===== config.mk =====
export PLATFORM = sky130hd
export DESIGN_NAME = tce_ctrl
export DESIGN_NICKNAME = d
export VERILOG_FILES = /design/src/design/tce_pkg.sv /design/src/design/tce_ctrl.sv
export SDC_FILE = /design/constraint.sdc
export NUM_CORES = 1
export LEC_CHECK = 0
export BUFFER_PORTS_ARGS = -buffer_cell sky130_fd_sc_hd__buf_2
export CAP_MARGIN = 20
export CORE_MARGIN = 8
export CORE_UTILIZATION = 40
export DETAILED_ROUTE_END_ITERATION = 12
export HOLD_SLACK_MARGIN = 0.15
export PLACE_DENSITY = 0.76
export SLEW_MARGIN = 20
export SYNTH_ARGS = -nofsm -noshare
export SYNTH_HDL_FRONTEND = slang
export SYNTH_SLANG_ARGS = --single-unit

===== constraint.sdc =====
create_clock -name i_clk -period 1.56 [get_ports i_clk]
set_input_delay 0.156 -clock i_clk [delete_from_list [all_inputs] [get_ports i_clk]]
set_output_delay 0.156 -clock i_clk [all_outputs]
set_load 0.05 [all_outputs]

===== src/design/tce_pkg.sv =====
// Package for the toy CPU execute unit: opcodes, widths, command and status types.
// No dependencies.
`timescale 1ns / 1ps
`default_nettype none
package tce_pkg;
    localparam int DATA_WORDS = 256;
    localparam int MEM_AW = $clog2(DATA_WORDS);
    localparam int MEM_BASE = 16384;
    localparam int IN_W = 48;
    localparam int OUT_W = 80;

    typedef enum logic [3:0] {
        OP_NONE = 4'd0, OP_MOVE = 4'd1, OP_ADD = 4'd2, OP_SUB = 4'd3, OP_MUL = 4'd4,
        OP_DIV = 4'd5, OP_AND = 4'd6, OP_OR = 4'd7, OP_NOT = 4'd8, OP_CMP = 4'd9,
        OP_JUMP = 4'd10, OP_IN = 4'd11, OP_OUT = 4'd12, OP_LOCK = 4'd13,
        OP_UNLOCK = 4'd14, OP_SLEEP = 4'd15
    } t_op;

    localparam logic [1:0] ACT_NONE = 2'd0;
    localparam logic [1:0] ACT_LOCK = 2'd1;
    localparam logic [1:0] ACT_UNLOCK = 2'd2;
    localparam logic [1:0] ACT_SLEEP = 2'd3;

    // controller -> datapath
    typedef struct packed {
        logic load;       // capture instruction word
        logic rd_a;       // issue memory read for destination
        logic rd_b;       // issue memory read for source
        logic lat_a;      // latch memory data as a
        logic lat_b;      // latch memory data as b
        logic div_start;
        logic div_step;
        logic commit;     // write back and build result
    } t_cmd;

    // datapath -> controller
    typedef struct packed {
        logic need_a;     // destination operand lives in memory
        logic need_b;     // source operand lives in memory
        logic is_div;
        logic div_last;
    } t_sts;
endpackage
`default_nettype wire


===== src/design/tce_ctrl.sv =====
// Controller FSM of the execute unit: sequences memory clear, fetch, divide, commit.
// Depends on tce_pkg.
`timescale 1ns / 1ps
`default_nettype none
module tce_ctrl import tce_pkg::*; (
    input  wire logic i_clk,
    input  wire logic i_rst_n,
    input  wire logic i_in_valid,
    output logic      o_in_ready,
    output logic      o_out_load,
    input  wire logic i_out_free,
    output logic      o_clr_busy,
    input  wire t_sts i_sts,
    output t_cmd      o_cmd
);
    typedef enum logic [9:0] {
        S_IDLE  = 10'b0000000001, S_DEC   = 10'b0000000010,
        S_RDA   = 10'b0000000100, S_WA    = 10'b0000001000,
        S_RDB   = 10'b0000010000, S_WB    = 10'b0000100000,
        S_DSTRT = 10'b0001000000, S_DIV   = 10'b0010000000,
        S_COMM  = 10'b0100000000, S_CLEAR = 10'b1000000000
    } t_state;
    t_state r_state, n_state;

    always_ff @(posedge i_clk) begin
        if (!i_rst_n) r_state <= S_CLEAR;
        else r_state <= n_state;
    end

    // next state and command decode
    always_comb begin
        n_state = r_state;
        o_cmd = '0;
        o_in_ready = 1'b0;
        o_out_load = 1'b0;
        o_clr_busy = 1'b0;
        unique case (r_state)
            S_CLEAR: begin
                o_clr_busy = 1'b1;
                if (i_sts.div_last) n_state = S_IDLE;
            end
            S_IDLE: begin
                o_in_ready = 1'b1;
                o_cmd.load = i_in_valid;
                if (i_in_valid) n_state = S_DEC;
            end
            S_DEC: n_state = i_sts.need_a ? S_RDA : (i_sts.need_b ? S_RDB : S_DSTRT);
            S_RDA: begin
                o_cmd.rd_a = 1'b1;
                n_state = S_WA;
            end
            S_WA: begin
                o_cmd.lat_a = 1'b1;
                n_state = i_sts.need_b ? S_RDB : S_DSTRT;
            end
            S_RDB: begin
                o_cmd.rd_b = 1'b1;
                n_state = S_WB;
            end
            S_WB: begin
                o_cmd.lat_b = 1'b1;
                n_state = S_DSTRT;
            end
            S_DSTRT: begin
                o_cmd.div_start = 1'b1;
                n_state = i_sts.is_div ? S_DIV : S_COMM;
            end
            S_DIV: begin
                o_cmd.div_step = 1'b1;
                if (i_sts.div_last) n_state = S_COMM;
            end
            S_COMM: begin
                if (i_out_free) begin
                    o_cmd.commit = 1'b1;
                    o_out_load = 1'b1;
                    n_state = S_IDLE;
                end
            end
            default: n_state = S_IDLE;
        endcase
    end
endmodule
`default_nettype wire


==> out/qor.tcl, run 1 <==
set qor(run_status) {finished, violations left}
set qor(violations) {negative setup slack}
set qor(via_density_per_instance) 6.184
set qor(grt.overflow.total) 0
set qor(synth_fp_nets) 94
set qor(power.density_cell_area_nw_per_um2) 521.5
set qor(die_h_um) 58.60
set qor(worst-r2r-setup-slack_ps) -260
set qor(grt_first_pass_wirelength_um) 5071
set qor(fmax_ghz) 0.5432
set qor(cells_after_synthesis) 86
set qor(design.final.nets) 157
set qor(rows) 15
set qor(fill_cells) 54
set qor(fin_total_pwr_uw) 834.6
set qor(path_max_fanout) 3
set qor(met2WireLength_um) 2023
set qor(routed_wl_um) 4045
set qor(cp_data_required_time_ps) 1730
set qor(via_count) 1076
set qor(syn_avg_cell_area_sq_um) 8.438
set qor(max_slew.worst_pin.slew_ps) 450.9
set qor(top_layer_used) {met4}
set qor(finalHoldViolCount) 0
set qor(synth.top_cells.by_area) {sky130_fd_sc_hd__dfxtp_1, sky130_fd_sc_hd__nor4b_1, sky130_fd_sc_hd__nor3_4, sky130_fd_sc_hd__nand4b_1, sky130_fd_sc_hd__and4bb_2}
set qor(cts_root_buffer) {sky130_fd_sc_hd__clkbuf_4}
set qor(drcViolationCount) 0
set qor(smallest_setup_slack_after_layout_ps) -280.9
set qor(post-synth-top-area-cell) {sky130_fd_sc_hd__dfxtp_1}
set qor(count_of_antenna_violating_nets_left_after_detailed_routing) 0
set qor(final_max_slew_viol_count) 0
set qor(detailedRoute.firstIterationViolations) 70
set qor(dr_wl_cell_um) 23.25
set qor(seq_area_frac_synth_pct) 27.59
set qor(die_x_um) 58.60
set qor(biggestRegsByFlops) {r_state (10)}
set qor(routabilityCongestion) 0.8660
set qor(maxSlewHeadroom_pct) 69.62
set qor(worst-endpoint-arrival_ps) 2010
set qor(p_leak_uw) 0.0006647
set qor(post-route-min-period_ps) 1841
set qor(cts_tree) {yes}
set qor(synth_to_final_area_change_pct) 120.5
set qor(most_frequently_used_flop_master_after_synthesis) {sky130_fd_sc_hd__dfxtp_1}
set qor(hold_path.startpoint) {i_out_free}
set qor(power.ir.vdd_worst_mv) 0.5687
set qor(worstSetupEndpointType) {flip-flop}
set qor(timing.hold.ws_ps) 276.2
set qor(r2r-start) {r_state[7]}
set qor(yosys_warnings) 0
set qor(netlist.area_leader.share_pct) 27.59
set qor(ctsHtreeMaxLevel) 1
set qor(largest-register) {r_state}
set qor(clock_skew_ps) 1.074
set qor(vias_in_the_first_global_route) 1061
set qor(synth.cell_area_sq_um) 725.7
set qor(critical_path_class) {in2reg}
set qor(min_path_cells) 3
set qor(clock_latency_ps) 270
set qor(synth_enable_flop_cells) 0
set qor(core_area_sq_um) 1708
set qor(cts_buffer_depth) 2
set qor(numClockSinks) 10
set qor(setup_repair_after_global_routing_missed_its_margin) {yes}
set qor(ys_async_sr_fraction_pct) 0
set qor(drive_gt1_share_pct) 75.00
set qor(detailroute.wirelength.met3_um) 337
set qor(setup_viol) 18
set qor(worstSetupStartpointType) {primary input}
set qor(fin_crit_sh_pct) 118.0
set qor(design.die.area_sq_um) 3433
set qor(ys_seq_elements) 10
set qor(final_hpwl_dp_um) 1835
set qor(grt_usage_pct) 19.42
set qor(max_cap_violations) 0
set qor(cts_buffers) 3
set qor(port-buffer-count) 18
set qor(firstDrtPassIters) 4
set qor(grt_antenna_before_repair) 1
set qor(synth_cell_types) 39
set qor(start_util_pct) 42.49
set qor(path_clk_slew_ps) 80
set qor(largest_register_ffs) 10
set qor(met1_wirelength_um) 1523
set qor(worst_setup_path_startpoint) {i_sts[0]}
set qor(design.portCount) 19
set qor(grt_max_degree) 10
set qor(worstRegToRegCells) 7
set qor(hold_path.class) {in2reg}
[logic make-up after synthesis]
logic type | Yosys count | synth area share (%)
AOI/OAI and AO/OA | 16 | 16.38
and+or+nand+nor | 48 | 47.93
DFF | 10 | 27.59
xor gates and xnor gates | 2 | 2.414
buffers and inverters | 10 | 5.690
[stage by stage]
step	utilization [%]	cells	instance area, sq um	setup TNS (ps)	worst slack (ps)
3_5_place_dp	62.93	151	1075	-606.9	-121.5
4_1_cts	85.27	170	1456	-1415	-191.0
3_3_place_gp	62.93	151	1075	-483.9	-91.18
6_report	93.70	174	1600	-2750	-280.9
5_1_grt	93.70	174	1600	-3133	-262.4
2_1_floorplan	-	86	774.5	-857.3	-236.8
[power by group]
group	leakage, uW	switching, uW	total [uW]	internal, uW
sequential	0.0000876	15.4	269	254
clock	0.0000210	106	247	142
combinational	0.000556	162	318	156
[layout make-up]
class	count	area, sq um	share of cell area, %
sequential	10	230.2	14.39
tap	25	31.28	1.955
multi-input combinational	66	729.5	45.58
clock buffer	4	36.28	2.267
inverter	4	15.01	0.9382
antenna	1	2.502	0.1564
timing repair buffer	64	555.5	34.71
[layer usage]
layer	track usage, %	up-vias
met4	16.38	0
met1	19.50	520
met5	0	-
met3	3.913	22
li1	-	454
met2	33.70	80
[layout by cell type, fill, tap and decap left out, drive strengths merged, types with 2 or more instances in the layout]
cell type    count
nor4b            6
dlygate4sd3      4
or2              2
and3             2
nand2b           4
dfxtp           10
buf             60
inv              4
xor2             2
nand4b           3
a21oi            2
nor4             3
and4bb           2
clkbuf           4
nor2             5
nor3             7
nand2            5
o21ai            4
[worst max-delay path, cell delays in order]
cell and delay [ps]:
sky130_fd_sc_hd__dlygate4sd3_1 540, sky130_fd_sc_hd__buf_2 160, sky130_fd_sc_hd__nor4b_2 330, sky130_fd_sc_hd__nor3_2 120
sky130_fd_sc_hd__buf_4 170, sky130_fd_sc_hd__o311ai_2 320, sky130_fd_sc_hd__buf_4 190, sky130_fd_sc_hd__nor2_1 40
[Yosys cell counts, types with 2 or more instances]
master / instances
sky130_fd_sc_hd__a21oi_1: 2
sky130_fd_sc_hd__and4bb_2: 2
sky130_fd_sc_hd__clkbuf_1: 5
sky130_fd_sc_hd__dfxtp_1: 10
sky130_fd_sc_hd__inv_1: 4
sky130_fd_sc_hd__nand2_1: 4
sky130_fd_sc_hd__nand2b_1: 4
sky130_fd_sc_hd__nand4b_1: 3
sky130_fd_sc_hd__nor2_1: 5
sky130_fd_sc_hd__nor3_1: 5
sky130_fd_sc_hd__nor3_4: 2
sky130_fd_sc_hd__nor4_1: 3
sky130_fd_sc_hd__nor4b_1: 6
sky130_fd_sc_hd__o21ai_0: 4
sky130_fd_sc_hd__or2_2: 2
sky130_fd_sc_hd__xor2_1: 2
[timing repair]
action	CTS	global route
setup endpoints to repair	17	18
pin swaps	12	9
buffers inserted	13	5
gates resized for setup	58	25
hold buffers	4	0
hold endpoints to repair	3	0
cloned	0	0
[path summary, 6_finish.rpt]
check          endpoint
max          r_state[3]
min          r_state[8]
max reg2reg  r_state[3]
min reg2reg  r_state[3]
(Power assumes the default switching activity.)
==> inputs of run 2 (changes only) <==
Settings changed: ABC_AREA set to 1.
==> run 2 against run 1 <==
- count of clock-buffer cells in the layout stayed put
- largest power group is now registers
- cell area decreased by 35%
- final cell count shrank 5.7%
- flip-flop and latch count unchanged
- clock skew grew 2.6 ps
- first-iteration DRC count down 80%
- critical endpoint is now o_out_load
- worst hold slack lost 110 ps
- combinational power down 39%
- the flow now finishes without violations
- maximum frequency is 19% higher
- global-route usage down 8.7 points
- core utilization fell by 34 points
==> out/qor.tcl, run 2 <==
set qor(fmax_ghz) 0.6463 ;# +19%
set qor(grt.overflow.total) 0 ;# unchanged
set qor(die_h_um) 58.93 ;# +0.56%
set qor(clock_skew_ps) 3.643 ;# +2.569 ps
set qor(hold_path.class) {in2reg}
set qor(port-buffer-count) 18 ;# unchanged
set qor(ys_async_sr_fraction_pct) 0 ;# unchanged
set qor(met1_wirelength_um) 817 ;# -46%
set qor(setup_repair_after_global_routing_missed_its_margin) {yes}
set qor(clock_latency_ps) 280 ;# about the same
set qor(drive_gt1_share_pct) 48.20 ;# -27 points
set qor(worstRegToRegCells) 8 ;# +1
set qor(synth_enable_flop_cells) 0 ;# unchanged
set qor(path_clk_slew_ps) 70 ;# about the same
set qor(rows) 15 ;# unchanged
set qor(worst-endpoint-arrival_ps) 1390 ;# -620 ps
set qor(detailedRoute.firstIterationViolations) 14 ;# -80%
set qor(layout.cell_area.non_filler_sq_um) 1032 ;# -35%
set qor(post-synth-top-area-cell) {sky130_fd_sc_hd__dfxtp_1}
set qor(ys_seq_elements) 10 ;# unchanged
set qor(final_max_slew_viol_count) 0 ;# unchanged
set qor(routed_wl_um) 1937 ;# -52%
set qor(area_share_of_and_or_nand_nor_cells_after_synthesis_pct) 52.12 ;# +4.2 points
set qor(cells_after_synthesis) 114 ;# +33%
set qor(top_layer_used) {met4}
set qor(critical_path_class) {reg2out}
set qor(drcViolationCount) 0 ;# unchanged
set qor(worstSetupEndpointType) {primary output}
set qor(synth_mux_area_share_pct) 0 ;# unchanged
set qor(diode_count) 0 ;# -1
set qor(core_area_sq_um) 1727 ;# +1.1%
set qor(numClockSinks) 10 ;# unchanged
set qor(combinational_family_with_the_most_area_after_synthesis) {simple AND/OR/NAND/NOR gates}
set qor(max_cap_violations) 0 ;# unchanged
set qor(cp_data_required_time_ps) 1400 ;# -330 ps
set qor(cts_buffers) 3 ;# unchanged
set qor(grt_usage_pct) 10.74 ;# -8.7 points
set qor(most_common_cell_in_the_synthesized_netlist) {sky130_fd_sc_hd__inv_1}
set qor(post_synth_fa_ha_maj_area_fraction_pct) 0 ;# unchanged
set qor(met2WireLength_um) 976 ;# -52%
set qor(cts_root_buffer) {sky130_fd_sc_hd__clkbuf_4}
set qor(min_path_cells) 3 ;# unchanged
set qor(setup_viol) 0 ;# -18
set qor(power.density_cell_area_nw_per_um2) 693.9 ;# +33%
set qor(p_leak_uw) 0.0005694 ;# -14%
set qor(via_density_per_instance) 4.567 ;# -26%
set qor(synth_cell_types) 17 ;# -56%
set qor(vias_in_the_first_global_route) 693 ;# -35%
set qor(synth.top_cells.by_area) {sky130_fd_sc_hd__dfxtp_1, sky130_fd_sc_hd__inv_1, sky130_fd_sc_hd__nand2_1, sky130_fd_sc_hd__nor2_4, sky130_fd_sc_hd__nor2_1}
set qor(fin_crit_sh_pct) 99.18 ;# -19 points
set qor(synth_compound_gate_area_share_pct) 5.603 ;# -11 points
set qor(max_slew.worst_pin.slew_ps) 235.7 ;# -215.3 ps
set qor(yosys_warnings) 0 ;# unchanged
set qor(synth_to_final_area_change_pct) 40.07
set qor(most_frequently_used_flop_master_after_synthesis) {sky130_fd_sc_hd__dfxtp_1}
set qor(design.final.nets) 148 ;# -5.7%
set qor(layout.cells.most_common_list) {sky130_fd_sc_hd__inv_1, sky130_fd_sc_hd__nand2_1, sky130_fd_sc_hd__nor2_1, sky130_fd_sc_hd__nand2_2, sky130_fd_sc_hd__nor2_4}
set qor(dr_wl_cell_um) 11.81 ;# -49%
set qor(detailroute.wirelength.met3_um) 96 ;# -72%
set qor(run_status) {finished clean}
set qor(seq_area_frac_synth_pct) 27.16 ;# -0.42 points
set qor(cts_tree) {yes}
set qor(largest-register) {r_state}
set qor(power.ir.vdd_worst_mv) 0.5918 ;# +4.0%
set qor(design.die.area_sq_um) 3472 ;# +1.1%
set qor(postPlaceCellArea_sq_um) 860.8 ;# -20%
set qor(path_max_fanout) 4 ;# +1
set qor(design.portCount) 19 ;# unchanged
set qor(count_of_antenna_violating_nets_left_after_detailed_routing) 0 ;# unchanged
set qor(maxSlewHeadroom_pct) 84.25 ;# +15 points
set qor(worstSetupStartpointType) {flip-flop}
set qor(final_hpwl_dp_um) 1331 ;# -27%
set qor(start_util_pct) 42.68 ;# +0.19 points
set qor(grt_first_pass_wirelength_um) 2918 ;# -42%
set qor(syn_avg_cell_area_sq_um) 6.465 ;# -23%
set qor(cts_buffer_depth) 2 ;# unchanged
set qor(biggestRegsByFlops) {r_state (10)}
set qor(largest_register_ffs) 10 ;# unchanged
set qor(grt_max_degree) 7 ;# -3
set qor(synth.cells.most_frequent) {sky130_fd_sc_hd__inv_1, sky130_fd_sc_hd__nand2_1, sky130_fd_sc_hd__nor2_1}
set qor(routabilityCongestion) 0.7736 ;# -11%
set qor(place_inst) 156 ;# +3.3%
set qor(synth_fp_nets) 122 ;# +30%
set qor(post-route-min-period_ps) 1547 ;# -293.7 ps
set qor(firstDrtPassIters) 4 ;# unchanged
set qor(most_frequent_standard_cell_in_the_layout_excluding_fill_and_tap_cells) {sky130_fd_sc_hd__inv_1}
set qor(die_x_um) 58.93 ;# +0.56%
set qor(netlist.area_leader.share_pct) 27.16 ;# -0.42 points
set qor(synth_xor_area_share_pct) 0 ;# -2.4 points
set qor(finalHoldViolCount) 0 ;# unchanged
set qor(ctsHtreeMaxLevel) 1 ;# unchanged
set qor(via_count) 749 ;# -30%
set qor(grt_antenna_before_repair) 0 ;# -1
set qor(final_cell_count_no_fill) 164 ;# -5.7%
set qor(synth.cell_area_sq_um) 737.0 ;# +1.6%
run 2: changes by cell type after synthesis, sizes merged, moves of 4 or more:
cell | before | now
nor4b | 6 | 0
nand2b | 4 | 0
inv | 4 | 27
nand2 | 5 | 32
nand3 | 1 | 10
nor2 | 5 | 27
nor3 | 7 | 1
clkbuf | 5 | 0
run 2: kinds of logic after synthesis:
family,Yosys count
and+or+nand+nor,70
AOI/OAI and AO/OA,6
buffers and inverters,28
DFF,10
run 2: final timing paths:
path,from,end,slack [ps]
worst min register to register,r_state[7],r_state[7],500
worst max-delay path,r_state[5],o_out_load,10
worst max register to register,r_state[3],r_state[6],200
worst min-delay path,i_sts[3],r_state[2],170
run 2: metrics by stage:
stage	setup TNS (ps)	utilization, %	hold slack [ps]	power (uW)	setup WS [ps]
after floorplan	0	-	225.5	406.5	86.88
after global placement	0	49.86	398.4	439.4	240.1
after detailed placement	0	49.86	404.2	442.0	227.1
after CTS	0	54.78	160.1	686.0	0.1947
after global routing	-115.6	59.78	165.2	747.0	-42.35
final	0	59.78	165.2	716.3	12.83
run 2: per-layer routing:
metal / up-vias / global-route usage (%)
met3: 5 / 2.174
met5: - / 0
met4: 0 / 6.143
met1: 341 / 11.71
met2: 19 / 18.69
li1: 384 / -
run 2: cell type report:
type / count / area [sq um]
Clock buffer: 4 / 36.28
Inverter: 27 / 103.9
Multi-Input combinational cell: 76 / 467.9
Timing Repair Buffer: 22 / 185.2
Tap cell: 25 / 31.28
Sequential cell: 10 / 207.7
Fill cell: 157 / 694.4
run 2: worst max-delay path: stages (launching register included):
cell and delay, ps:
sky130_fd_sc_hd__dfxtp_2 340, sky130_fd_sc_hd__nor2_4 150, sky130_fd_sc_hd__nand2_4 100, sky130_fd_sc_hd__nor2_4 170, sky130_fd_sc_hd__nand2_2 80, sky130_fd_sc_hd__nor2_4 100
sky130_fd_sc_hd__buf_6 160
run 2: what timing repair did:
item	CTS	global route
pin swaps	0	9
setup endpoints to repair	7	11
hold endpoints to repair	2	1
hold buffers	2	1
buffers inserted	0	1
gates resized for setup	10	31
run 2: power breakdown:
group	total (uW)	leakage [uW]	internal [uW]	switching, uW
Clock	249	0.0000210	142	107
Sequential	273	0.0000844	263	9.98
Combinational	195	0.000464	66.9	128
Total	716	0.000569	472	244
==> inputs of run 3 (changes only) <==
Settings changed: CELL_PAD_IN_SITES_DETAIL_PLACEMENT set to 2, CELL_PAD_IN_SITES_GLOBAL_PLACEMENT set to 2, CORE_UTILIZATION 40 to 24, HOLD_SLACK_MARGIN 0.15 to 0.1, PLACE_DENSITY 0.76 to 0.83.
==> run 3 against run 2 <==
- the flow now finishes with violations (negative setup slack)
- worst hold slack got worse by 53 ps
- first-iteration DRC count down 29%
- flip-flop and latch count stayed put
- combinational power rose by 13%
- clock power grew 8%
- final cell count is 4.3% higher
- critical path depth is the same
- die area grew 47%
- total power up 6.3%
- core utilization down 24 points
- maximum frequency is 3.7% lower
- wire length grew 48%
==> out/qor.tcl, run 3 (same netlist as run 2, synthesis figures left out) <==
set qor(post-route-min-period_ps) 1607 ;# +60.13 ps
set qor(count_of_antenna_violating_nets_left_after_detailed_routing) 0 ;# unchanged
set qor(cp_data_required_time_ps) 1400 ;# about the same
set qor(worst_r2r_endpoint) {r_state[7]}
set qor(timing.hold.ws_ps) 111.9 ;# -53.29 ps
set qor(share_of_total_power_in_combinational_logic_pct) 28.9 ;# +1.7 points
set qor(critical_path.cell_chain) {nor2_4 > nand2_4 > nor2_4 > nand2_2 > nor2_4 > buf_8}
set qor(worstSetupStartpointType) {flip-flop}
set qor(grt_first_pass_wirelength_um) 4740 ;# +62%
set qor(cts_buffers) 3 ;# unchanged
set qor(detailedRoute.firstIterationViolations) 10 ;# -4
set qor(firstDrtPassIters) 3 ;# -1
set qor(layout.cells.most_common_list) {sky130_fd_sc_hd__inv_1, sky130_fd_sc_hd__nand2_1, sky130_fd_sc_hd__nor2_1, sky130_fd_sc_hd__nor2_4}
set qor(via_count) 793 ;# +5.9%
set qor(final_cell_count_no_fill) 171 ;# +4.3%
set qor(design.portCount) 19 ;# unchanged
set qor(start_util_pct) 24.75 ;# -18 points
set qor(cts_root_buffer) {sky130_fd_sc_hd__clkbuf_4}
set qor(place_inst) 164 ;# +5.1%
set qor(power.ir.vdd_worst_mv) 0.3546 ;# -40%
set qor(diode_count) 0 ;# unchanged
set qor(grt_max_degree) 7 ;# unchanged
set qor(ctsHtreeMaxLevel) 1 ;# unchanged
set qor(hold_end) {r_state[9]}
set qor(cts_tree) {yes}
set qor(final_max_slew_viol_count) 0 ;# unchanged
set qor(netSwitchingFraction_pct) 36.38 ;# +2.3 points
set qor(setup-tns-final_ps) -135.6 ;# -135.6 ps
set qor(max_cap_violations) 0 ;# unchanged
set qor(fill_cells) 354 ;# +130%
set qor(p_leak_uw) 0.0005728 ;# +0.60%
set qor(maxSlewHeadroom_pct) 84.09 ;# -0.16 points
set qor(critical_path_class) {reg2out}
set qor(total_switching_power_uw) 276.9 ;# +13%
set qor(clock_latency_ps) 300 ;# +20 ps
set qor(largest-register) {r_state}
set qor(path_clk_slew_ps) 90 ;# +20 ps
set qor(max_slew.worst_pin.slew_ps) 237.8 ;# +2.154 ps
set qor(via_density_per_instance) 4.637 ;# +1.5%
set qor(run_status) {finished, violations left}
set qor(synth_to_final_area_change_pct) 42.78
set qor(path_max_fanout) 5 ;# +1
set qor(crit_slowest_cell) {sky130_fd_sc_hd__dfxtp_2}
set qor(drive_gt1_share_pct) 49.28 ;# +1.1 points
set qor(clock_group_share_of_total_power_pct) 35.2 ;# +0.4 points
set qor(dr_wl_cell_um) 16.72 ;# +42%
set qor(routed_wl_um) 2859 ;# +48%
set qor(vias_in_the_first_global_route) 913 ;# +32%
set qor(worstSetupPathDepth) 6 ;# unchanged
set qor(hold_path.class) {in2reg}
set qor(worstSetupEndpointType) {primary output}
set qor(core_area_sq_um) 2978 ;# +72%
set qor(grt_antenna_before_repair) 0 ;# unchanged
set qor(setup_viol) 4 ;# +4
set qor(drcViolationCount) 0 ;# unchanged
set qor(power.density_cell_area_nw_per_um2) 723.4 ;# +4.3%
set qor(rows) 20 ;# +5
set qor(die_x_um) 71.42 ;# +21%
set qor(finalHoldViolCount) 0 ;# unchanged
set qor(postLayoutCoreUtil_pct) 35.34 ;# -24 points
set qor(design.die.area_sq_um) 5100 ;# +47%
set qor(port-buffer-count) 18 ;# unchanged
set qor(most_frequent_standard_cell_in_the_layout_excluding_fill_and_tap_cells) {sky130_fd_sc_hd__inv_1}
set qor(multiInputGateArea_sq_um) 473.0 ;# +1.1%
set qor(smallest_setup_slack_after_layout_ps) -47.30 ;# -60.13 ps
set qor(cp_num_buf_inv) 1 ;# unchanged
set qor(power.sequential.fraction_pct) 35.9 ;# -2.2 points
set qor(cts_buffer_depth) 2 ;# unchanged
set qor(grt.overflow.total) 0 ;# unchanged
set qor(max_stage_delay_ps) 350 ;# about the same
set qor(biggestRegsByFlops) {r_state (10)}
set qor(routabilityCongestion) 0.8507 ;# +10%
set qor(final_hpwl_dp_um) 2110 ;# +59%
set qor(placement.setup.worst_slack_ps) 167.7 ;# -59.39 ps
set qor(setup_repair_after_global_routing_missed_its_margin) {yes}
set qor(r2r-start) {r_state[3]}
set qor(grt_usage_pct) 12.14 ;# +1.4 points
set qor(numClockSinks) 10 ;# unchanged
set qor(min_path_cells) 2 ;# -1
set qor(layout.area.seq_sq_um) 209.0 ;# +0.60%
set qor(hold_path.startpoint) {i_rst_n}
set qor(violations) {negative setup slack}
set qor(largest_register_ffs) 10 ;# unchanged
set qor(timing.critical_path.max_delay_family) {simple AND/OR/NAND/NOR gates}
set qor(fin_crit_sh_pct) 103.0 ;# +3.9 points
set qor(design.final.nets) 147 ;# -0.68%
set qor(clock_skew_ps) 10.08 ;# +6.434 ps
set qor(cpMostUsedCell) {sky130_fd_sc_hd__nor2_4}
set qor(fmax_ghz) 0.6222 ;# -3.7%
set qor(die_h_um) 71.42 ;# +21%
set qor(worstRegToRegCells) 10 ;# +2
set qor(p_int_uw) 484.3 ;# +2.6%
set qor(worst-endpoint-arrival_ps) 1450 ;# +60 ps
set qor(worst-r2r-setup-slack_ps) 70 ;# -130 ps
-- run 3: metal layers --
metal  share of wire, %  routed length [um]  vias up  GRT usage, %
met1                 36                1037      394         10.85
met2                 58                1644       17         24.69
li1                   -                   -      379             -
met4               0.73                  21        0         2.771
met5                  0                   0        -             0
met3                5.4                 155        3         4.463
-- run 3: per-stage QoR --
step	cell area, sq um	total power (uW)
detailed placement	870.8	452.7
floorplan	747.0	406.5
global route	1052	794.5
global placement	870.8	444.8
CTS	1006	736.1
finish	1052	761.2
-- run 3: what timing repair did --
item,in CTS,in global routing
hold buffers,0,0
buffers inserted,3,0
resized for setup,25,17
pin swaps,4,7
endpoints found under the setup margin,11,14
-- run 3: worst max-delay path by stage --
stage / to / from
after global routing: o_out_load / r_state[3]
after floorplan: o_cmd[0] / r_state[7]
after global placement: o_cmd[0] / r_state[2]
after CTS: o_out_load / r_state[5]
after detailed placement: r_state[8] / r_state[9]
final: o_cmd[0] / r_state[3]
-- run 3: area by class of cell --
class,count,share of cell area [%]
inverter,27,9.869
clock buffer,4,3.448
multi-input combinational,76,44.95
tap,33,3.924
timing repair buffer,21,17.95
sequential,10,19.86
-- run 3: worst reg2reg max path, stage by stage (launching register included) --
cell,delay (ps)
sky130_fd_sc_hd__dfxtp_2,350
sky130_fd_sc_hd__nor2_4,160
sky130_fd_sc_hd__nand2_4,100
sky130_fd_sc_hd__nor2_4,170
sky130_fd_sc_hd__buf_4,130
sky130_fd_sc_hd__nand3_2,90
sky130_fd_sc_hd__nand2_2,110
sky130_fd_sc_hd__nor2_4,70
sky130_fd_sc_hd__inv_4,80
sky130_fd_sc_hd__nand2_2,60
sky130_fd_sc_hd__a21oi_2,100
-- run 3: power groups by stage --
stage | clock network, uW | registers, uW | logic, uW
2_1_floorplan | 0 | 276 | 131
5_1_grt | 281 | 275 | 238
3_5_place_dp | 0 | 277 | 176
4_1_cts | 258 | 272 | 206
3_3_place_gp | 0 | 276 | 168
6_report | 268 | 273 | 220
